`src/hdl/sent_pulse_frame_decoder_assert.svh`:
```
// ----------------------------------------------------------------------------
// sent_pulse_frame_decoder assertion macros
// same-cycle and next-cycle implication checks, reset disables them
// ----------------------------------------------------------------------------
`ifndef SENT_PULSE_FRAME_DECODER_ASSERT_SVH
`define SENT_PULSE_FRAME_DECODER_ASSERT_SVH

// antecedent implies consequent in the same cycle
`define SPFD_ASSERT_IMP(lbl, clk, rstn, ante, cons, msg) \
    lbl: assert property (@(posedge clk) disable iff (!rstn) (ante) |-> (cons)) \
        else $error(msg);

// antecedent implies consequent in the next cycle
`define SPFD_ASSERT_NXT(lbl, clk, rstn, ante, cons, msg) \
    lbl: assert property (@(posedge clk) disable iff (!rstn) (ante) |=> (cons)) \
        else $error(msg);

`endif

```
`src/hdl/spfd_pkg.sv`:
```
// ----------------------------------------------------------------------------
// spfd_pkg
// types and constants shared by the sent pulse frame decoder modules
// ----------------------------------------------------------------------------
`timescale 1ns / 1ps

package spfd_pkg;

    localparam int PULSE_W   = 16;
    localparam int PERIOD_W  = 11;
    localparam int FRAME_W   = 28;
    localparam int NIB_W     = 4;
    localparam int FRAME_SLOTS = FRAME_W / NIB_W;
    localparam int CODE_W    = 2;
    localparam int DIV_DW    = 17;
    localparam int DIV_CNT_W = $clog2(DIV_DW);
    localparam int CMP_W     = 20;

    localparam logic [PULSE_W-1:0]  IDLE_RESET   = 16'd20000;
    localparam logic [PERIOD_W-1:0] PERIOD_RESET = 11'd120;
    localparam logic [PERIOD_W-1:0] SYNC_TICKS   = 11'd56;

    // sync window and nibble range as exact integer cross products
    localparam logic [CMP_W-1:0] SYNC_HI_MUL = 20'd336;
    localparam logic [CMP_W-1:0] SYNC_LO_MUL = 20'd224;
    localparam logic [CMP_W-1:0] SYNC_FIVE   = 20'd5;
    localparam logic [CMP_W-1:0] RNG_HI_MUL  = 20'd279;
    localparam logic [CMP_W-1:0] RNG_HI_PUL  = 20'd10;
    localparam logic [CMP_W-1:0] RNG_LO_MUL  = 20'd23;
    localparam logic [CMP_W-1:0] RNG_LO_PUL  = 20'd2;

    localparam logic [DIV_DW-1:0] NIB_MAX_Q = 17'd27;
    localparam logic [DIV_DW-1:0] NIB_MIN_Q = 17'd12;
    localparam logic [NIB_W-1:0]  NIB_TOP   = 4'd15;

    localparam logic [CODE_W-1:0] RC_FRAME    = 2'd0;
    localparam logic [CODE_W-1:0] RC_PROGRESS = 2'd1;
    localparam logic [CODE_W-1:0] RC_POST     = 2'd2;

    typedef enum logic [1:0] {
        PH_SEARCH,
        PH_SYNC,
        PH_COLLECT,
        PH_DONE
    } phase_t;

    typedef enum logic [2:0] {
        ACT_NONE,
        ACT_CLEAR,
        ACT_SYNC,
        ACT_NIBBLE,
        ACT_POST
    } action_t;

    typedef enum logic [1:0] {
        ST_IDLE,
        ST_EVAL,
        ST_DIV,
        ST_RES
    } ctrl_state_t;

    typedef struct packed {
        logic load_in;
        logic div_start;
        logic commit;
    } ctrl_cmd_t;

    typedef struct packed {
        logic needs_div;
        logic div_done;
        logic out_free;
    } ctrl_sts_t;

endpackage

```
`src/hdl/spfd_div.sv`:
```
// ----------------------------------------------------------------------------
// spfd_div
// restoring divider, one quotient bit per cycle, 17 steps
// ----------------------------------------------------------------------------
`timescale 1ns / 1ps

module spfd_div
    import spfd_pkg::*;
(
    input  logic                clk,
    input  logic                rst_n,
    input  logic                start,
    input  logic [DIV_DW-1:0]   dividend,
    input  logic [PERIOD_W-1:0] divisor,
    output logic                done,
    output logic [DIV_DW-1:0]   quotient
);

    logic                 busy_reg;
    logic                 done_reg;
    logic [DIV_CNT_W-1:0] cnt_reg;
    logic [PERIOD_W-1:0]  rem_reg;
    logic [PERIOD_W-1:0]  rem_next;
    logic [DIV_DW-1:0]    quo_reg;
    logic [PERIOD_W-1:0]  dsr_reg;
    logic [PERIOD_W:0]    trial;
    logic [PERIOD_W:0]    diff;
    logic                 q_bit;

    // a zero divisor yields all ones in the quotient
    always_comb
    begin
        trial    = {rem_reg, quo_reg[DIV_DW-1]};
        diff     = trial - {1'b0, dsr_reg};
        q_bit    = (trial >= {1'b0, dsr_reg});
        rem_next = q_bit ? diff[PERIOD_W-1:0] : trial[PERIOD_W-1:0];
    end

    always_ff @(posedge clk or negedge rst_n)
    begin
        if (!rst_n)
        begin
            busy_reg <= 1'b0;
            done_reg <= 1'b0;
            cnt_reg  <= '0;
        end
        else if (start)
        begin
            busy_reg <= 1'b1;
            done_reg <= 1'b0;
            cnt_reg  <= '0;
        end
        else if (busy_reg)
        begin
            cnt_reg <= cnt_reg + 1'b1;
            if (cnt_reg == DIV_CNT_W'(DIV_DW - 1))
            begin
                busy_reg <= 1'b0;
                done_reg <= 1'b1;
            end
        end
        else
        begin
            done_reg <= 1'b0;
        end
    end

    always_ff @(posedge clk)
    begin
        if (start)
        begin
            rem_reg <= '0;
            quo_reg <= dividend;
            dsr_reg <= divisor;
        end
        else if (busy_reg)
        begin
            rem_reg <= rem_next;
            quo_reg <= {quo_reg[DIV_DW-2:0], q_bit};
        end
    end

    assign done     = done_reg;
    assign quotient = quo_reg;

endmodule

```
`src/hdl/spfd_dp.sv`:
```
// ----------------------------------------------------------------------------
// spfd_dp
// decoder datapath: input latch, window checks, frame state, result register
// ----------------------------------------------------------------------------
`timescale 1ns / 1ps

module spfd_dp
    import spfd_pkg::*;
#(
    parameter int NIBBLES_PER_FRAME = 7
)
(
    input  logic                clk,
    input  logic                rst_n,
    input  ctrl_cmd_t           cmd,
    output ctrl_sts_t           sts,
    input  logic                in_func,
    input  logic [PULSE_W-1:0]  in_pulse,
    input  logic                cfg_we,
    input  logic [PULSE_W-1:0]  cfg_data,
    input  logic                out_ready,
    output logic                out_valid,
    output logic [CODE_W-1:0]   out_code,
    output logic [FRAME_W-1:0]  out_frame,
    output logic [PERIOD_W-1:0] out_period
);

    localparam int CW = $clog2(NIBBLES_PER_FRAME + 1);
    localparam int IW = $clog2(NIBBLES_PER_FRAME);

    logic                func_reg;
    logic [PULSE_W-1:0]  pulse_reg;
    logic [PULSE_W-1:0]  idle_reg;
    logic [PERIOD_W-1:0] period_reg;
    logic [PERIOD_W-1:0] period_next;
    phase_t              phase_reg;
    phase_t              phase_next;
    logic [CW-1:0]       count_reg;
    logic [CW-1:0]       count_next;
    logic [NIB_W-1:0]    store_reg [NIBBLES_PER_FRAME];

    logic                out_valid_reg;
    logic [CODE_W-1:0]   out_code_reg;
    logic [CODE_W-1:0]   out_code_next;
    logic [FRAME_W-1:0]  out_frame_reg;
    logic [FRAME_W-1:0]  out_frame_next;
    logic [PERIOD_W-1:0] out_period_reg;

    action_t             action;
    logic [CMP_W-1:0]    p_ext;
    logic [CMP_W-1:0]    t_ext;
    logic                sync_ok;
    logic                reject;
    logic [DIV_DW-1:0]   div_dividend;
    logic [PERIOD_W-1:0] div_divisor;
    logic                div_done;
    logic [DIV_DW-1:0]   div_quo;
    logic [NIB_W-1:0]    nib;
    logic [IW-1:0]       idx;
    logic [CW-1:0]       idx_inc;
    logic [FRAME_W-1:0]  packed_frame;

    // window checks on the latched pulse
    always_comb
    begin
        p_ext   = CMP_W'(pulse_reg);
        t_ext   = CMP_W'(period_reg);
        sync_ok = (p_ext * SYNC_FIVE + SYNC_FIVE <= t_ext * SYNC_HI_MUL)
               && (t_ext * SYNC_LO_MUL + SYNC_FIVE <= p_ext * SYNC_FIVE);
        reject  = (p_ext * RNG_HI_PUL > t_ext * RNG_HI_MUL)
               || (p_ext * RNG_LO_PUL < t_ext * RNG_LO_MUL);
    end

    always_comb
    begin
        if (func_reg || (pulse_reg > idle_reg))
            action = ACT_CLEAR;
        else
        begin
            case (phase_reg)
                PH_SEARCH:  action = sync_ok ? ACT_SYNC : ACT_NONE;
                PH_SYNC,
                PH_COLLECT: action = reject ? ACT_CLEAR : ACT_NIBBLE;
                default:    action = ACT_POST;
            endcase
        end
    end

    // divider operands: pulse over 56 for sync, pulse plus a quarter period over period else
    always_comb
    begin
        if (action == ACT_SYNC)
        begin
            div_dividend = DIV_DW'(pulse_reg);
            div_divisor  = SYNC_TICKS;
        end
        else
        begin
            div_dividend = DIV_DW'(pulse_reg) + DIV_DW'(period_reg[PERIOD_W-1:2]);
            div_divisor  = period_reg;
        end
    end

    spfd_div u_div (
        .clk      (clk),
        .rst_n    (rst_n),
        .start    (cmd.div_start),
        .dividend (div_dividend),
        .divisor  (div_divisor),
        .done     (div_done),
        .quotient (div_quo)
    );

    always_comb
    begin
        if (div_quo > NIB_MAX_Q)
            nib = NIB_TOP;
        else if (div_quo < NIB_MIN_Q)
            nib = '0;
        else
            nib = NIB_W'(div_quo - NIB_MIN_Q);
    end

    assign idx     = (phase_reg == PH_SYNC) ? '0 : count_reg[IW-1:0];
    assign idx_inc = CW'(idx) + 1'b1;

    // frame view with the nibble being stored this step
    generate
        for (genvar k = 0; k < FRAME_SLOTS; k++)
        begin : g_pack
            if (k < NIBBLES_PER_FRAME)
            begin : g_used
                assign packed_frame[NIB_W*k +: NIB_W] =
                    (idx == IW'(k)) ? nib : store_reg[k];
            end
            else
            begin : g_unused
                assign packed_frame[NIB_W*k +: NIB_W] = '0;
            end
        end
    endgenerate

    always_comb
    begin
        phase_next     = phase_reg;
        count_next     = count_reg;
        period_next    = period_reg;
        out_code_next  = RC_PROGRESS;
        out_frame_next = '0;
        case (action)
            ACT_CLEAR:
            begin
                phase_next = PH_SEARCH;
                count_next = '0;
            end
            ACT_SYNC:
            begin
                period_next = div_quo[PERIOD_W-1:0];
                phase_next  = PH_SYNC;
                count_next  = '0;
            end
            ACT_NIBBLE:
            begin
                count_next = idx_inc;
                if (idx_inc >= CW'(NIBBLES_PER_FRAME))
                begin
                    phase_next     = PH_DONE;
                    out_code_next  = RC_FRAME;
                    out_frame_next = packed_frame;
                end
                else
                    phase_next = PH_COLLECT;
            end
            ACT_POST:
            begin
                phase_next    = PH_SEARCH;
                count_next    = '0;
                out_code_next = RC_POST;
            end
            default:
            begin
                phase_next = phase_reg;
            end
        endcase
    end

    always_ff @(posedge clk or negedge rst_n)
    begin
        if (!rst_n)
        begin
            idle_reg      <= IDLE_RESET;
            period_reg    <= PERIOD_RESET;
            phase_reg     <= PH_SEARCH;
            count_reg     <= '0;
            out_valid_reg <= 1'b0;
        end
        else
        begin
            if (cfg_we)
                idle_reg <= cfg_data;
            if (cmd.commit)
            begin
                period_reg    <= period_next;
                phase_reg     <= phase_next;
                count_reg     <= count_next;
                out_valid_reg <= 1'b1;
            end
            else if (out_ready)
                out_valid_reg <= 1'b0;
        end
    end

    always_ff @(posedge clk)
    begin
        if (cmd.load_in)
        begin
            func_reg  <= in_func;
            pulse_reg <= in_pulse;
        end
        if (cmd.commit)
        begin
            out_code_reg   <= out_code_next;
            out_frame_reg  <= out_frame_next;
            out_period_reg <= period_next;
            if (action == ACT_NIBBLE)
                store_reg[idx] <= nib;
        end
    end

    assign sts.needs_div = (action == ACT_SYNC) || (action == ACT_NIBBLE);
    assign sts.div_done  = div_done;
    assign sts.out_free  = !out_valid_reg || out_ready;

    assign out_valid  = out_valid_reg;
    assign out_code   = out_code_reg;
    assign out_frame  = out_frame_reg;
    assign out_period = out_period_reg;

endmodule

```
`src/hdl/spfd_ctrl.sv`:
```
// ----------------------------------------------------------------------------
// spfd_ctrl
// sequencer: accept a request, classify it, run the divider if needed, commit result
// ----------------------------------------------------------------------------
`timescale 1ns / 1ps

module spfd_ctrl
    import spfd_pkg::*;
(
    input  logic      clk,
    input  logic      rst_n,
    input  logic      in_valid,
    output logic      in_ready,
    input  ctrl_sts_t sts,
    output ctrl_cmd_t cmd
);

    ctrl_state_t state_reg;
    ctrl_state_t state_next;

    always_ff @(posedge clk or negedge rst_n)
    begin
        if (!rst_n)
            state_reg <= ST_IDLE;
        else
            state_reg <= state_next;
    end

    always_comb
    begin
        state_next    = state_reg;
        in_ready      = 1'b0;
        cmd.load_in   = 1'b0;
        cmd.div_start = 1'b0;
        cmd.commit    = 1'b0;
        case (state_reg)
            ST_IDLE:
            begin
                in_ready    = 1'b1;
                cmd.load_in = in_valid;
                if (in_valid)
                    state_next = ST_EVAL;
            end
            ST_EVAL:
            begin
                if (sts.needs_div)
                begin
                    cmd.div_start = 1'b1;
                    state_next    = ST_DIV;
                end
                else
                    state_next = ST_RES;
            end
            ST_DIV:
            begin
                if (sts.div_done)
                    state_next = ST_RES;
            end
            ST_RES:
            begin
                if (sts.out_free)
                begin
                    cmd.commit = 1'b1;
                    state_next = ST_IDLE;
                end
            end
            default:
            begin
                state_next = ST_IDLE;
            end
        endcase
    end

endmodule

```
`src/hdl/sent_pulse_frame_decoder.sv`:
```
// ----------------------------------------------------------------------------
// sent_pulse_frame_decoder
// decodes sent single-edge nibble frames from measured falling-edge intervals
// ----------------------------------------------------------------------------
//  channel   dir  tdata                         tuser
//  s_axis    in   [15:0] pulse_ticks            [0] func
//  m_axis    out  [27:0] frame_nibbles,         [1:0] result_code
//                 [38:28] tick_period
//  cfg       in   cfg_wr_data = idle_limit_ticks, written when cfg_wr_en
//
//  an item skips the divider on resync, idle pulse, missed sync, reject or
//  post-frame pulse, and uses the shared 17-step restoring divider otherwise
//  (sync period or nibble value)
//  one request is in work at a time; s_tready is high only while the sequencer
//  waits for a request, also while an earlier result still waits in the output
//  register; a stalled m_axis holds the finished result back before commit
//  reset clears the frame state, sets tick period 120 and idle limit 20000
// ----------------------------------------------------------------------------
`timescale 1ns / 1ps
`include "sent_pulse_frame_decoder_assert.svh"

module sent_pulse_frame_decoder
    import spfd_pkg::*;
#(
    parameter int NIBBLES_PER_FRAME = 7
)
(
    input  logic        clk,
    input  logic        rst_n,
    // request stream
    input  logic        s_tvalid,
    output logic        s_tready,
    input  logic [15:0] s_tdata,     // [15:0] pulse_ticks
    input  logic        s_tuser,     // [0] func
    // result stream
    output logic        m_tvalid,
    input  logic        m_tready,
    output logic [39:0] m_tdata,     // [27:0] frame_nibbles, [38:28] tick_period
    output logic [1:0]  m_tuser,     // [1:0] result_code
    // idle limit register
    input  logic        cfg_wr_en,
    input  logic [15:0] cfg_wr_data
);

    ctrl_cmd_t           cmd;
    ctrl_sts_t           sts;
    logic [FRAME_W-1:0]  frame;
    logic [PERIOD_W-1:0] period;

    // sequencer: owns the handshake on the request side
    spfd_ctrl u_ctrl (
        .clk      (clk),
        .rst_n    (rst_n),
        .in_valid (s_tvalid),
        .in_ready (s_tready),
        .sts      (sts),
        .cmd      (cmd)
    );

    // datapath: frame state, checks, divider and output register
    spfd_dp #(
        .NIBBLES_PER_FRAME (NIBBLES_PER_FRAME)
    ) u_dp (
        .clk        (clk),
        .rst_n      (rst_n),
        .cmd        (cmd),
        .sts        (sts),
        .in_func    (s_tuser),
        .in_pulse   (s_tdata),
        .cfg_we     (cfg_wr_en),
        .cfg_data   (cfg_wr_data),
        .out_ready  (m_tready),
        .out_valid  (m_tvalid),
        .out_code   (m_tuser),
        .out_frame  (frame),
        .out_period (period)
    );

    // pack result fields, top pad bit stays zero
    assign m_tdata = {1'b0, period, frame};

    // one request in work: the request side closes right after acceptance
    `SPFD_ASSERT_NXT(a_one_in_work, clk, rst_n, s_tvalid && s_tready, !s_tready,
        "request accepted while another is in work")

    // frame bits are zero unless a frame completes
    `SPFD_ASSERT_IMP(a_frame_zero, clk, rst_n, m_tvalid && (m_tuser != RC_FRAME),
        m_tdata[27:0] == '0, "frame bits set without a complete frame")

    // result codes stay within the defined set
    `SPFD_ASSERT_IMP(a_code_set, clk, rst_n, m_tvalid,
        (m_tuser == RC_FRAME) || (m_tuser == RC_PROGRESS) || (m_tuser == RC_POST),
        "undefined result code")

    // a new result only comes out of a request in work
    `SPFD_ASSERT_IMP(a_result_source, clk, rst_n, $rose(m_tvalid), $past(!s_tready),
        "result appeared with no request in work")

endmodule
```
`config.mk`:
```
export PLATFORM = sky130hd
export DESIGN_NAME = sent_pulse_frame_decoder
export DESIGN_NICKNAME = d
export VERILOG_FILES = /design/src/hdl/spfd_pkg.sv /design/src/hdl/spfd_div.sv /design/src/hdl/spfd_dp.sv /design/src/hdl/spfd_ctrl.sv /design/src/hdl/sent_pulse_frame_decoder.sv
export VERILOG_INCLUDE_DIRS = /design/src /design/src/hdl
export SDC_FILE = /design/constraint.sdc
export NUM_CORES = 1
export LEC_CHECK = 0
export BUFFER_PORTS_ARGS = -buffer_cell sky130_fd_sc_hd__buf_2
export CORE_AREA = 2 2 225 227
export CTS_CLUSTER_DIAMETER = 100
export DETAILED_ROUTE_END_ITERATION = 8
export DIE_AREA = 0 0 227 229
export SLEW_MARGIN = 40
export SYNTH_ARGS = -nofsm -noshare
export SYNTH_HDL_FRONTEND = slang
export SYNTH_SLANG_ARGS = --single-unit
```
`constraint.sdc`:
```
create_clock -name clk -period 9.9 [get_ports clk]
set_input_delay 1.98 -clock clk [delete_from_list [all_inputs] [get_ports clk]]
set_output_delay 1.98 -clock clk [all_outputs]
set_load 0.1 [all_outputs]
```
======== Yosys cells after proc, flatten, opt, wreduce, memory -nomap -nowiden ========
Memories as Yosys holds them, arrays and structs flattened. A register that Yosys moved wholly into a read port is not among the register bits.
Cells that the tools add are included.
cells by class
  add/sub/neg operators ................... 7
  multipliers ............................. 6
  magnitude comparators ................... 9
  equal/unequal tests ..................... 14
  muxes and demuxes ....................... 41
  reductions and logical operators ........ 26
operators with widths
  operator               number
  $mux 17                3
  $add 19x3->20 const B  2
  $mul 16x3->19 const B  2
  $mul 11x5->16 const B  2
  $mux 11                2
  $gt 20x20->1           1
  $le 20x19->1           1
  $le 20x20->1           1
  $mul 11x9->20 const B  1
  $mux 1                 20
  $add 16x9->17          1
  $gt 17x5->1 const B    1
  $lt 17x16->1           1
  $lt 17x4->1 const B    1
  $gt 16x16->1           1
  $mul 11x3->14 const B  1
  $ge 12x11->1           1
  $pmux 3 s2             2
  $sub 11x11->11         1
  $mux 2                 5
  $mux 5                 2
  $logic_not 1->1        8
  $mux 4                 2
  $pmux 2 s4             1
  25 further kinds       40
storage, ports and cells
  register bits after elaboration ......... 111
  memory bits (writable) .................. 28
  output and inout bits ................... 44
  word-level logic and storage cells ...... 120
  memories ................................ 1
memories
  memory          depth  bits a word  rd ports  clocked after memory_dff  wr ports  line           RTL
  u_dp.store_reg  7      4            7         7                         1         spfd_dp.sv:40  logic [NIB_W-1:0] store_reg [NIBBLES_PER_FRAME];

======== Longest topological paths before layout ========
Gate-level depths: netlist of run 1.
  word-level depth ........................ 12
  depth in mapped cells ................... 29
  depth with buffers taken out ............ 27

======== By module ========
A second synthesis of run 1 with hierarchy kept.
unflattened totals
  cells, all modules ...................... 1,495
  area, all modules ....................... 14,859.3 µm²
modules (own cells, without submodules)
  module                    times used  cells an instance  area an instance (µm²)  sequential area each (µm²)
  spfd_dp                   1           1,268              12,214.2                3,419.5
  spfd_div                  1           203                2,379.8                 1,236.2
  spfd_ctrl                 1           22                 254.0                   50.0
  sent_pulse_frame_decoder  1           2                  11.3                    0.0

======== Least setup slack after synthesis of run 1 ========
OpenSTA, ideal clock, no wires.
  path kind ............................... register to register
  start point ............................. register u_dp.period_reg[4]
  end point ............................... memory u_dp.store_reg[5][0] (enable)
  setup time .............................. 0.377 ns
  arrival ................................. 6.136 ns
  slack ................................... 3.387 ns
  stages on the path, launching flop included .. 29
  buffers on the path ..................... 2
  period minus slack after synthesis ...... 6.513 ns
  cells stage by stage .................... dfstp_2 > inv_1 > fa_1 > inv_1 > ha_1 > ha_1 > inv_1 > fa_1 > inv_1 > ha_1 > nor2b_1 > o21a_1 > o21ai_0 > a21o_1 > a21oi_1 > o31ai_1 > nor2_1 > a211oi_1 > ha_1 > a21oi_1 > nand2_1 > a21oi_1 > o21a_1 > o2bb2ai_1 > a31o_2 > buf_2 > nand2_1 > clkbuf_1 > nor4_1
on the way
  cells in the longest elaborated chain, start to end .. 11
  elaborated cells on any way between the ends .. 19
  those cells by class .................... add/sub (1); mul (4); order compare (4); eq/ne (1); mux (7); reduce/logical (2)
RTL lines
  item                            line            RTL
  start, declared                 spfd_dp.sv:34   logic [PERIOD_W-1:0] period_reg;
  start signal, assigned          spfd_dp.sv:203  period_reg <= period_next;
  $mul 11x3->14                   spfd_dp.sv:69   && (t_ext * SYNC_LO_MUL + SYNC_FIVE <= p_ext * SYNC_FIVE);
  $add 19x3->20                   spfd_dp.sv:69
  $le 20x19->1                    spfd_dp.sv:69
  $logic_and 1x1->1               spfd_dp.sv:69
  $mux 2                          spfd_dp.sv:81   PH_SEARCH: action = sync_ok ? ACT_SYNC : ACT_NONE;
  $pmux 3 s2 *                    spfd_dp.sv:80   case (phase_reg)
  $mux 3 *                        spfd_dp.sv:76   if (func_reg || (pulse_reg > idle_reg))
  $eq 3x2->1 *                    spfd_dp.sv:225  if (action == ACT_NIBBLE)
  $mux 1 *                        spfd_dp.sv:225
  $mux 1 *                        spfd_dp.sv:220  if (cmd.commit)
  $mux 1 (implied by the code) *  spfd_dp.sv:226  store_reg[idx] <= nib;
  end, declared                   spfd_dp.sv:40
Mark *: on every way between the ends. The rest lies on a longest branch, timed or not.

======== Final worst setup path of run 1 ========
  start point ............................. register u_dp.period_reg[6]
  end point ............................... register u_dp.u_div.quo_reg[4] (netlist: u_dp.u_div.quotient[4]), data pin
on the way
  cells in the longest elaborated chain, start to end .. 12
  elaborated cells on any way between the ends .. 23
  those cells by class .................... add/sub (2); mul (4); order compare (4); eq/ne (2); mux (8); reduce/logical (3)
RTL lines
  item                                  line                           RTL
  $mul 11x3->14                         spfd_dp.sv:69
  $add 19x3->20                         spfd_dp.sv:69
  $le 20x19->1                          spfd_dp.sv:69
  $logic_and 1x1->1                     spfd_dp.sv:69
  $mux 2                                spfd_dp.sv:81
  $pmux 3 s2                            spfd_dp.sv:80
  $mux 3                                spfd_dp.sv:76
  $eq 3x2->1, on equally long branches  spfd_dp.sv:92, spfd_dp.sv:230
  $logic_or 1x1->1                      spfd_dp.sv:230                 assign sts.needs_div = (action == ACT_SYNC) || (action == ACT_NIBBLE);
  $mux 1                                spfd_ctrl.sv:46                if (sts.needs_div)
  $mux 1                                spfd_ctrl.sv:36                case (state_reg)
  $mux 17 *                             spfd_div.sv:70                 if (start)
  end signal, assigned                  spfd_div.sv:73                 quo_reg <= dividend;
  end signal, assigned                  spfd_div.sv:79                 quo_reg <= {quo_reg[DIV_DW-2:0], q_bit};
  end, declared                         spfd_div.sv:24                 logic [DIV_DW-1:0] quo_reg;
Marks and branches as above.
A chain may end at the register's enable or synchronous reset.

==> impl.org, run 1 <==
** Outcome
- Run status :: finished clean

** Clock tree
- Setup repair bufs after CTS :: 0
- Hold-fix buffer count after cts :: 0
- The later pin in the worst-skew pair is clocked with a latency of 0.44 ns.
- H-tree levels :: 4
- CTS max path bufs :: 2
- For this design, the sink count on the clock tree is approximately 170.
- In this run, CTS created clock tree buffers numbering 17.
- Post_cts resized :: 0
- Worst-path clk slew :: 0.07 ns
- CTS tree :: done
- Clock tree synthesis selected as its root buffer the cell clkbuf_16.

** Route
- In the final routed layout, each cell accounts on average for 16.7 um.
- The count of nets left with antenna violations once routing finished came out at 0.
- Total wirelength of the detailed-routed design :: approximately 38 mm
- Via count :: 11201
- Violation count after the first detailed-routing iteration :: 615
- Router iterations before antenna repair :: 5
- In the routed design, unresolved DRC markers number 0.
- DR vias/cell :: 4.97

** Cells and area
- After the last flow step, the layout net total stands at 1895.
- 0 antenna diodes ended up in the layout.
- Multi-input gate area :: 0.00910 mm2
- FF/Latch Area :: 0.00471 mm2
- Fill cells :: between 5000 and 6000
- In the final layout, the share of cells above drive strength 1 is 0.107.
- Relative to the synthesized area, the layout overhead comes to 11.6%.

** Yosys
- In the synthesized netlist the async set-or-reset flop fraction comes to 0.251.
- Most used flip-flop cell after synthesis :: edfxtp_1
- Most area-consuming cells after synthesis :: edfxtp_1 (23%), ha_1 (20%), fa_1 (6.8%), dfrtp_1 (5.6%), inv_1 (5.3%)
- The share of synthesized area in the top cell type comes to 0.233.
- Yosys mapped a number of flops with a built-in enable equal to roughly 110.
- The mapped netlist covers 0.0147 mm2.
- The largest total area in the synthesized netlist belongs to edfxtp_1.
- For this run, the number of Yosys warnings is 0.
- After synthesis the netlist holds a flip-flop and latch count of 167.
- The cell count after synthesis came out at approximately 1500.
- The average instance in the mapped netlist occupies between 9 and 10 um2.
- ha_1 is the most common cell in the netlist.
- Counting distinct cell types in the post-synthesis netlist gives 97.
- List of most frequent post-synthesis cells :: ha_1 (237), inv_1 (209), edfxtp_1 (114)
- For this run, the register share of the synthesized area comes to 0.320.

** Min path
- Class of the most critical hold timing path :: flop to flop

** Worst setup path
- The worst setup path is captured at a flop.
- Highest net fanout along the worst path :: 43
- Cell with the biggest individual delay on the critical path :: dfstp_2
- Start-to-end type of the worst setup path :: flop to flop
- The largest single stage delay on the critical path is 0.70 ns.
- Kind of start point of the critical path :: flop
- Slack of the worst reg-to-reg path :: 2.08 ns
- Required time of the critical path :: 10.09 ns
- Arrival time worst endpoint :: 8.01 ns

** Timing
- After routing, the total negative slack on setup checks comes to 0 ns.
- Slew headroom :: 0.479
- Hold Violations, Final :: 0
- Count of final max-slew check failures :: 0
- Setup repair after global routing missed its margin :: false
- Maximum clock rate :: 128 MHz
- Setup violations remaining at the end of the flow were counted as 0.
- Worst-case clock skew :: ~0.011 ns
- Final clock period utilization by the worst path :: 0.790
- Slew @ Worst Pin :: between 0.7 and 0.8 ns
- The smallest clock period supported by the final layout is computed as 7.82 ns.

** Die
- Initial standard-cell utilization of the core :: 0.296
- Full die area :: 0.0520 mm2
- Count of pins on the block boundary :: 82
- The core region is 0.0497 mm2.
- Placement Rows :: just over 80
- Height of the die :: 229 um
- Chip width :: between 200 and 250 um

** Global route
- Number of antenna violations at the first check in global routing :: 0
- The number of global-route vias before repair came to approximately 11000.
- Global routing met3 resource utilization :: 0.0183
- For this run, the total global-route usage over all layers was measured as 0.147.
- In the global route stage, met1 resource usage came out at 0.188.
- Entering global routing, the biggest net connects 45 pins.
- Met2 Use GR :: 0.254
- Wire length of the first global-routing pass :: a little over 60 mm
- Summed over all layers, the global routing overflow is 0.
- Highest-utilization routing layer at the global route stage :: met2

** Placed design
- Detailed Place HPWL :: approximately 30 mm
- Routability-driven placement finished with a final weighted congestion of 0.920.
- In this run the tool buffered the top-level ports with 80 buffer cells.

** Flow run
- Count of maximum capacitance violations :: 0
[final cells by class]
cell class                      count  area share
Clock inverter                     10     0.00731
Sequential cell                   167       0.287
Inverter                          213      0.0489
Timing Repair Buffer               82      0.0254
Tap cell                          672      0.0512
Clock buffer                       21      0.0268
Multi-Input combinational cell   1089       0.554
[worst max-delay path, delay by kind of cell, from the launching register on]
kind | cells | cell delay, ns
mux | 1 | 0.40
simple gates | 6 | 1.04
buf+inv | 5 | 0.94
flops | 1 | 0.70
compound gates | 8 | 2.17
fa+ha+maj | 6 | 2.25
[per-layer routing]
metal,vias to the layer above,wire [um]
met3,47,1350
met4,0,1120
met2,217,18200
met5,-,0
met1,5472,17000
li1,5465,-
[worst paths after layout]
kind | start | endpoint | depth (start not counted)
max | u_dp.period_reg[6] | u_dp.u_div.quotient[4] | 26
min | u_dp.u_div.rem_reg[10] | u_dp.u_div.rem_reg[10] | 2
max reg2reg | u_dp.period_reg[6] | u_dp.u_div.quotient[4] | 26
min reg2reg | u_dp.u_div.rem_reg[10] | u_dp.u_div.rem_reg[10] | 2
max in group asynchronous | rst_n | u_dp.u_div.busy_reg | 1
min in group asynchronous | rst_n | u_dp.u_div.cnt_reg[2] | 1
[cells by family after synthesis]
logic type      Yosys count  share of synthesized area
compound gates          314                      0.144
fa+ha+maj               287                      0.269
simple gates            378                      0.133
flops                   167                      0.320
other cells               1                   0.000255
mux                      35                     0.0253
xor+xnor                 73                     0.0445
buf+inv                 243                     0.0635
[through the flow]
stage / worst slack [ns] / utilization / cells / hold slack (ns) / cell area (um2)
floorplan: 3.39 / - / 1499 / 0.447 / 14700
global placement: 2.34 / 0.319 / 2223 / 0.467 / 15800
detailed placement: 2.10 / 0.319 / 2223 / 0.469 / 15900
CTS: 2.07 / 0.331 / 2254 / 0.479 / 16400
global route: 1.52 / 0.331 / 2254 / 0.526 / 16400
finish: 2.08 / 0.331 / 2254 / 0.486 / 16400
[layout by cell type, fill, tap and decap left out, types with 6 or more instances in the layout]
| cell | Yosys | routed |
|---|---|---|
| o21ai_1 | 4 | 6 |
| a31o_2 | 8 | 8 |
| ha_1 | 237 | 237 |
| nor2b_1 | 15 | 15 |
| clkbuf_16 | 0 | 17 |
| xnor2_1 | 35 | 35 |
| edfxtp_1 | 114 | 114 |
| nand2b_1 | 15 | 14 |
| nor3_1 | 23 | 23 |
| and2_1 | 34 | 32 |
| nand2_1 | 93 | 93 |
| nor4_1 | 14 | 13 |
| nor2_1 | 85 | 85 |
| or3_1 | 8 | 8 |
| o211ai_1 | 9 | 9 |
| o21a_1 | 8 | 8 |
| o31ai_1 | 14 | 14 |
| a21oi_1 | 70 | 70 |
| and3_1 | 9 | 9 |
| o21ai_0 | 61 | 59 |
| dfrtp_1 | 33 | 32 |
| mux2i_1 | 17 | 17 |
| mux2_2 | 7 | 7 |
| xor2_1 | 36 | 36 |
| dfstp_2 | 9 | 9 |
| fa_1 | 50 | 50 |
| mux2_1 | 11 | 11 |
| nand3_1 | 32 | 32 |
| a211oi_1 | 23 | 23 |
| inv_1 | 209 | 209 |
| a31oi_1 | 23 | 23 |
| o311a_1 | 6 | 6 |
| nand4_1 | 20 | 20 |
| dfxtp_1 | 11 | 11 |
| buf_2 | 7 | 79 |
| a21o_1 | 31 | 31 |
Power of run 1 is left out: the tool's default activity adds up to more than one toggle a clock period on the data nets, which glitch-free logic cannot reach.
==> run 2, diff against run 1 <==
clock period = 7.9 ns   (was 9.9 ns; I/O delays follow)
==> impl.org, run 2 (synthesis results as in run 1) <==
** Route
- The residual antenna-violating net count after detailed routing is 0 (unchanged).
- The total wire length is 37.2 mm (-1.2%).
- Via count :: 11268 (+0.60%)
- The average wire per standard cell was 16.3 um (-2.2%).
- Violation count after the first detailed-routing iteration :: 786 (+28%)
- DR vias/cell :: 4.95 (-0.42%)
- Detailed-route DRC error count :: 0 (unchanged)
- Router iterations before antenna repair :: 5 (unchanged)

** Cells and area
- Nets :: 1917 (+1.2%)
- Leading cell type in the layout, fill and taps excluded :: ha_1
- The area of all placed cells without fillers is 0.0166 mm2 (+1.2%).
- Commonest cells after routing, fill and taps aside :: ha_1 (237), inv_1 (209), edfxtp_1 (114)
- The area growth from synthesis to layout is 13.0%.
- The fraction of layout instances using a drive strength above 1 was 0.124 (+0.0172).
- Antenna diode count :: 0 (unchanged)

** Timing
- Final clock period utilization by the worst path :: 0.946 (+0.156)
- Setup repair after global routing missed its margin :: false
- The time the final worst path needs with I/O delays and setup came to 7.47 ns (-0.349 ns).
- Slew headroom :: 0.483 (+0.00389)
- The final number of max-transition violations was 0 (unchanged).
- The pin slew with the least headroom to its limit was 0.775 ns (+0.00130 ns).
- The final-report hold violation count came to 0 (unchanged).
- The setup TNS is 0 ns (unchanged).
- Maximum clock rate :: 134 MHz (+4.7%)
- Final setup vio count :: 0 (unchanged)
- Worst-case clock skew :: 0.0140 ns (+0.00300 ns)

** Min path
- The min-delay analysis places its worst path in the category flop to flop.
- The path with the worst hold slack has its endpoint at u_dp.u_div.rem_reg[10].
- Hold_sp :: u_dp.u_div.rem_reg[10]
- The cell depth of the worst min-delay path was 2 (unchanged).

** Worst setup path
- The startpoint identified for the worst register-to-register timing path is u_dp.period_reg[5].
- Endpoint type of the worst setup path :: flop
- Arrival time worst endpoint :: 7.77 ns (-0.24 ns)
- Start-to-end type of the worst setup path :: flop to flop
- The highest net fanout along the worst path is 21 (-51%).
- Required time of the critical path :: 8.20 ns (-1.89 ns)
- Slack of the worst reg-to-reg path :: 0.43 ns (-1.65 ns)
- The endpoint identified for the worst register-to-register timing path is u_dp.u_div.quotient[0].
- Kind of start point of the critical path :: flop
- The path depth of the worst reg2reg path is 27 (+3.8%).

** Die
- The horizontal die dimension was 227 um (unchanged).
- The die area came to 0.0520 mm2 (unchanged).
- The starting utilization of the core area is 0.296 (unchanged).
- The number of core rows is 82 (unchanged).
- Placeable core area :: 0.0497 mm2 (unchanged)
- Count of pins on the block boundary :: 82 (unchanged)
- Height of the die :: 229 um (unchanged)

** Placed design
- The number of buffers added on ports is 80 (unchanged).
- The detailed placement HPWL is 29.8 mm (-1.0%).
- Final weighted congestion in routability-driven placement :: 0.841 (-8.6%)
- The placed cell area came to 0.0160 mm2 (+1.1%).

** Global route
- The initial antenna violation count is 0 (unchanged).
- The number of global-route vias before repair came to 11339 (+0.071%).
- The maximum number of pins on one net before global-route repair is 45 (unchanged).
- Wire length of the first global-routing pass :: 59.4 mm (-1.7%)
- The remaining global-route overflow is 0 (unchanged).
- The aggregate global-route resource usage came to 0.145 (-0.00234).

** Clock tree
- The maximum clock path buffer count was 2 (unchanged).
- The CTS buffer count is 17 (unchanged).
- Post_cts resized :: 0 (unchanged)
- The H-tree level count came to 4 (unchanged).
- CTS tree :: done
- Worst-path clk slew :: 0.08 ns (about the same)
- Clk sink count :: 167 (unchanged)
- The tree is rooted in a clkbuf_16.
- Hold-fix buffer count after cts :: 0 (unchanged)
- Setup repair bufs after CTS :: 0 (unchanged)
- The clock latency on the worst-skew pair was 0.44 ns (about the same).

** Outcome
- The flow ran to the end, and the final reports show no timing, DRC or antenna violations.

** Flow run
- The number of violations of the max-capacitance limit came to 0 (unchanged).
run 2: how the worst max path moves through the flow:
| stage | cells after the start | start | slack (ns) | to |
|---|---|---|---|---|
| 6_report | 27 | u_dp.period_reg[5] | 0.43 | u_dp.u_div.quotient[0] |
| 3_3_place_gp | 26 | u_dp.period_reg[5] | 0.57 | u_dp.store_reg[6][2] |
| 4_1_cts | 25 | u_dp.period_reg[5] | 0.24 | u_dp.store_reg[4][1] |
| 5_1_grt | 27 | u_dp.period_reg[5] | 0.09 | u_dp.u_div.quotient[0] |
| 3_5_place_dp | 25 | u_dp.period_reg[5] | 0.29 | u_dp.store_reg[4][1] |
| 2_1_floorplan | 28 | u_dp.period_reg[4] | 1.39 | u_dp.store_reg[5][0] |
run 2: per-layer routing:
| metal | global-route usage | share of wire |
|---|---|---|
| met1 | 0.183 | 0.44 |
| met2 | 0.253 | 0.49 |
| met3 | 0.0155 | 0.038 |
| met4 | 0.0551 | 0.033 |
| met5 | 0 | 0 |
run 2: area by class of cell:
cell class              instances  area [um2]
flip-flops and latches        167        4710
well taps                     672         841
clock inverters                14         146
repair buffers                104         583
clock buffers                  18         429
inverters                     213         802
fillers                      5062       33000
multi-input cells            1089        9120
run 2: critical path, stage by stage, from the launching register on:
cell       delay [ns]
dfstp_2          0.66
inv_1            0.24
fa_1             0.57
inv_1            0.05
ha_1             0.34
ha_1             0.29
inv_1            0.05
fa_1             0.53
inv_1            0.04
ha_1             0.32
nor2b_1          0.15
o21a_1           0.17
o21ai_0          0.24
a21o_1           0.19
a21oi_1          0.09
o31ai_1          0.48
nor2_1           0.12
a211oi_1         0.24
ha_1             0.20
nand4_1          0.13
nor3_1           0.32
nand2_1          0.09
o2bb2ai_1        0.36
a31o_4           0.39
nand3_1          0.23
inv_2            0.32
buf_4            0.28
mux2i_1          0.21
run 2: through the flow:
| stage | setup slack, ns | hold slack, ns | cells | util |
|---|---|---|---|---|
| after floorplan | 1.39 | 0.447 | 1499 | - |
| after global placement | 0.567 | 0.460 | 2245 | 0.322 |
| after detailed placement | 0.291 | 0.468 | 2245 | 0.323 |
| after CTS | 0.240 | 0.481 | 2277 | 0.334 |
| after global routing | 0.0864 | 0.507 | 2277 | 0.335 |
| final | 0.429 | 0.479 | 2277 | 0.335 |
Power of run 2 is left out for the same reason.
==> run 3, diff against run 2 <==
BUFFER_PORTS_ARGS = -buffer_cell sky130_fd_sc_hd__buf_4   (was -buffer_cell sky130_fd_sc_hd__buf_2)
TNS_END_PERCENT = 50   (was not set)
==> impl.org, run 3 (synthesis results as in run 1) <==
** Outcome
- The flow ran to the end, and the final reports show no timing, DRC or antenna violations.

** Route
- The number of violations reported at the end of detailed-routing iteration 0 is 713 (-9.3%).
- Detailed-route DRC error count :: 0 (unchanged)
- Via count :: 11247 (-0.19%)
- Routed wire per std cell :: 16.5 um (+0.85%)
- DR vias/cell :: 4.94 (-0.14%)
- The number of detailed-route iterations in the first pass was 4 (-1).
- The total wire length is 37.5 mm (+0.80%).
- The residual antenna-violating net count after detailed routing is 0 (unchanged).

** Clock tree
- The clock-pin transition on the worst setup and hold timing paths was 0.07 ns (about the same).
- CTS tree :: done
- The maximum clock path buffer count came to 2 (unchanged).
- H-tree levels :: 4 (unchanged)
- Total clock buffers created by CTS :: 17 (unchanged)
- In this run the clock root is driven by a clkbuf_16.
- Setup repair bufs after CTS :: 0 (unchanged)
- Post_cts resized :: 0 (unchanged)
- The clock latency on the worst-skew pair came to 0.43 ns (about the same).
- The CTS sink count was 167 (unchanged).
- The number of buffers added to fix hold violations after cts came to 0 (unchanged).

** Worst setup path
- The worst setup path is of the flop to flop kind.
- Worst Path Buf+Inv :: 4 (-2)
- Cell with the biggest individual delay on the critical path :: dfstp_2
- The highest net fanout along the worst path came to 12 (-43%).
- The delay of the slowest cell on the worst path is 0.70 ns (+0.04 ns).
- Worst Setup SP :: u_dp.period_reg[4]
- Critical path's top delay family :: adder cells
- The startpoint identified for the worst register-to-register timing path is u_dp.period_reg[4].
- Endpoint type of the worst setup path :: flop
- Required time of the critical path :: 7.96 ns (-0.24 ns)
- Arrival time worst endpoint :: 7.34 ns (-0.43 ns)
- Kind of start point of the critical path :: flop

** Die
- Placeable core area :: 0.0497 mm2 (unchanged)
- Chip width :: 227 um (unchanged)
- The vertical die dimension was 229 um (unchanged).
- Full die area :: 0.0520 mm2 (unchanged)
- Initial standard-cell utilization of the core :: 0.296 (unchanged)
- Placement Rows :: 82 (unchanged)
- Count of pins on the block boundary :: 82 (unchanged)

** Timing
- Setup repair after global routing left no endpoint under its margin.
- The number of setup violations in the final report is 0 (unchanged).
- Count of final max-slew check failures :: 0 (unchanged)
- Sum Neg Setup Slack :: 0 ns (unchanged)
- The time the final worst path needs with I/O delays and setup came to 7.28 ns (-0.193 ns).
- The clock tree skew after final layout is 0.00982 ns (-0.00419 ns).
- Final clock period utilization by the worst path :: 0.921 (-0.0244)
- The pin slew with the least headroom to its limit is 0.755 ns (-0.0204 ns).
- Hold Violations, Final :: 0 (unchanged)
- The headroom to the max-slew limit is 0.495 (+0.0119).
- Maximum clock rate :: 137 MHz (+2.6%)
- The worst path setup slack after routing was 0.622 ns (+0.193 ns).

** Placed design
- Placed standard-cell area :: 0.0162 mm2 (+1.2%)
- Detailed Place HPWL :: 30.0 mm (+0.60%)
- The final weighted congestion in routability-driven placement came to 0.894 (+6.4%).
- Minimum setup slack after placement :: 0.691 ns (+0.400 ns)
- The number of buffers added on ports is 80 (unchanged).

** Global route
- Global router's overall resource usage :: 0.148 (+0.00291)
- Congestion Overflow GR :: 0 (unchanged)
- The maximum number of pins on one net before global-route repair came to 45 (unchanged).
- The first-pass GRT wire length came to 60.8 mm (+2.3%).
- The number of global-route vias before repair is 11513 (+1.5%).
- The initial antenna violation count came to 0 (unchanged).

** Cells and area
- Post-route cell area :: 0.0168 mm2 (+0.93%)
- Leading cell type in the layout, fill and taps excluded :: ha_1
- The antenna diode instance count is 0 (unchanged).
- Synth-to-Final Area Change :: 14.0%
- Nets :: 1916 (-0.052%)
- Leaving out fill and tap cells, the most frequent cells in the layout are ha_1 (237), inv_1 (209), edfxtp_1 (114).
- Share of post-route cells with drive strength above 1 :: 0.120 (-0.00429)

** Min path
- In this run the worst hold path is classified as flop to flop.
- The worst hold path begins at u_dp.u_div.rem_reg[10].

** Flow run
- Count of maximum capacitance violations :: 0 (unchanged)
run 3: per-layer routing:
metal	track usage	vias up	wire, um
met5	0	-	0
met4	0.0486	0	1010
met3	0.0150	50	1170
met2	0.260	229	18400
met1	0.189	5445	16900
li1	-	5523	-
run 3: final timing paths:
check / to / slack [ns] / cells after the start
worst max-delay path: u_dp.store_reg[6][2] / 0.62 / 25
worst max register to register: u_dp.store_reg[6][2] / 0.62 / 25
worst min register to register: u_dp.u_div.rem_reg[10] / 0.48 / 2
max in group asynchronous: u_dp.u_div.busy_reg / 6.32 / 1
worst min-delay path: u_dp.u_div.rem_reg[10] / 0.48 / 2
min in group asynchronous: u_dp.u_div.cnt_reg[3] / 1.15 / 1
run 3: metrics by stage:
stage	utilization	cells	hold slack, ns
after floorplan	-	1499	0.447
after global placement	0.326	2244	0.459
after detailed placement	0.326	2244	0.468
after CTS	0.338	2276	0.481
after global routing	0.338	2276	0.503
final	0.338	2276	0.479
run 3: tightest hold or removal path, cell delays in order, from the launching register on:
cell	delay (ns)
dfxtp_1	0.31
nand2b_1	0.07
a21oi_1	0.05
run 3: area by class of cell:
type | instances | area, um2
fill | 5079 | 32900
multi-input combinational | 1089 | 9090
sequential | 167 | 4710
tap | 672 | 841
inverter | 213 | 802
timing repair buffer | 103 | 773
clock buffer | 18 | 429
clock inverter | 14 | 141
Power of run 3 is left out for the same reason.
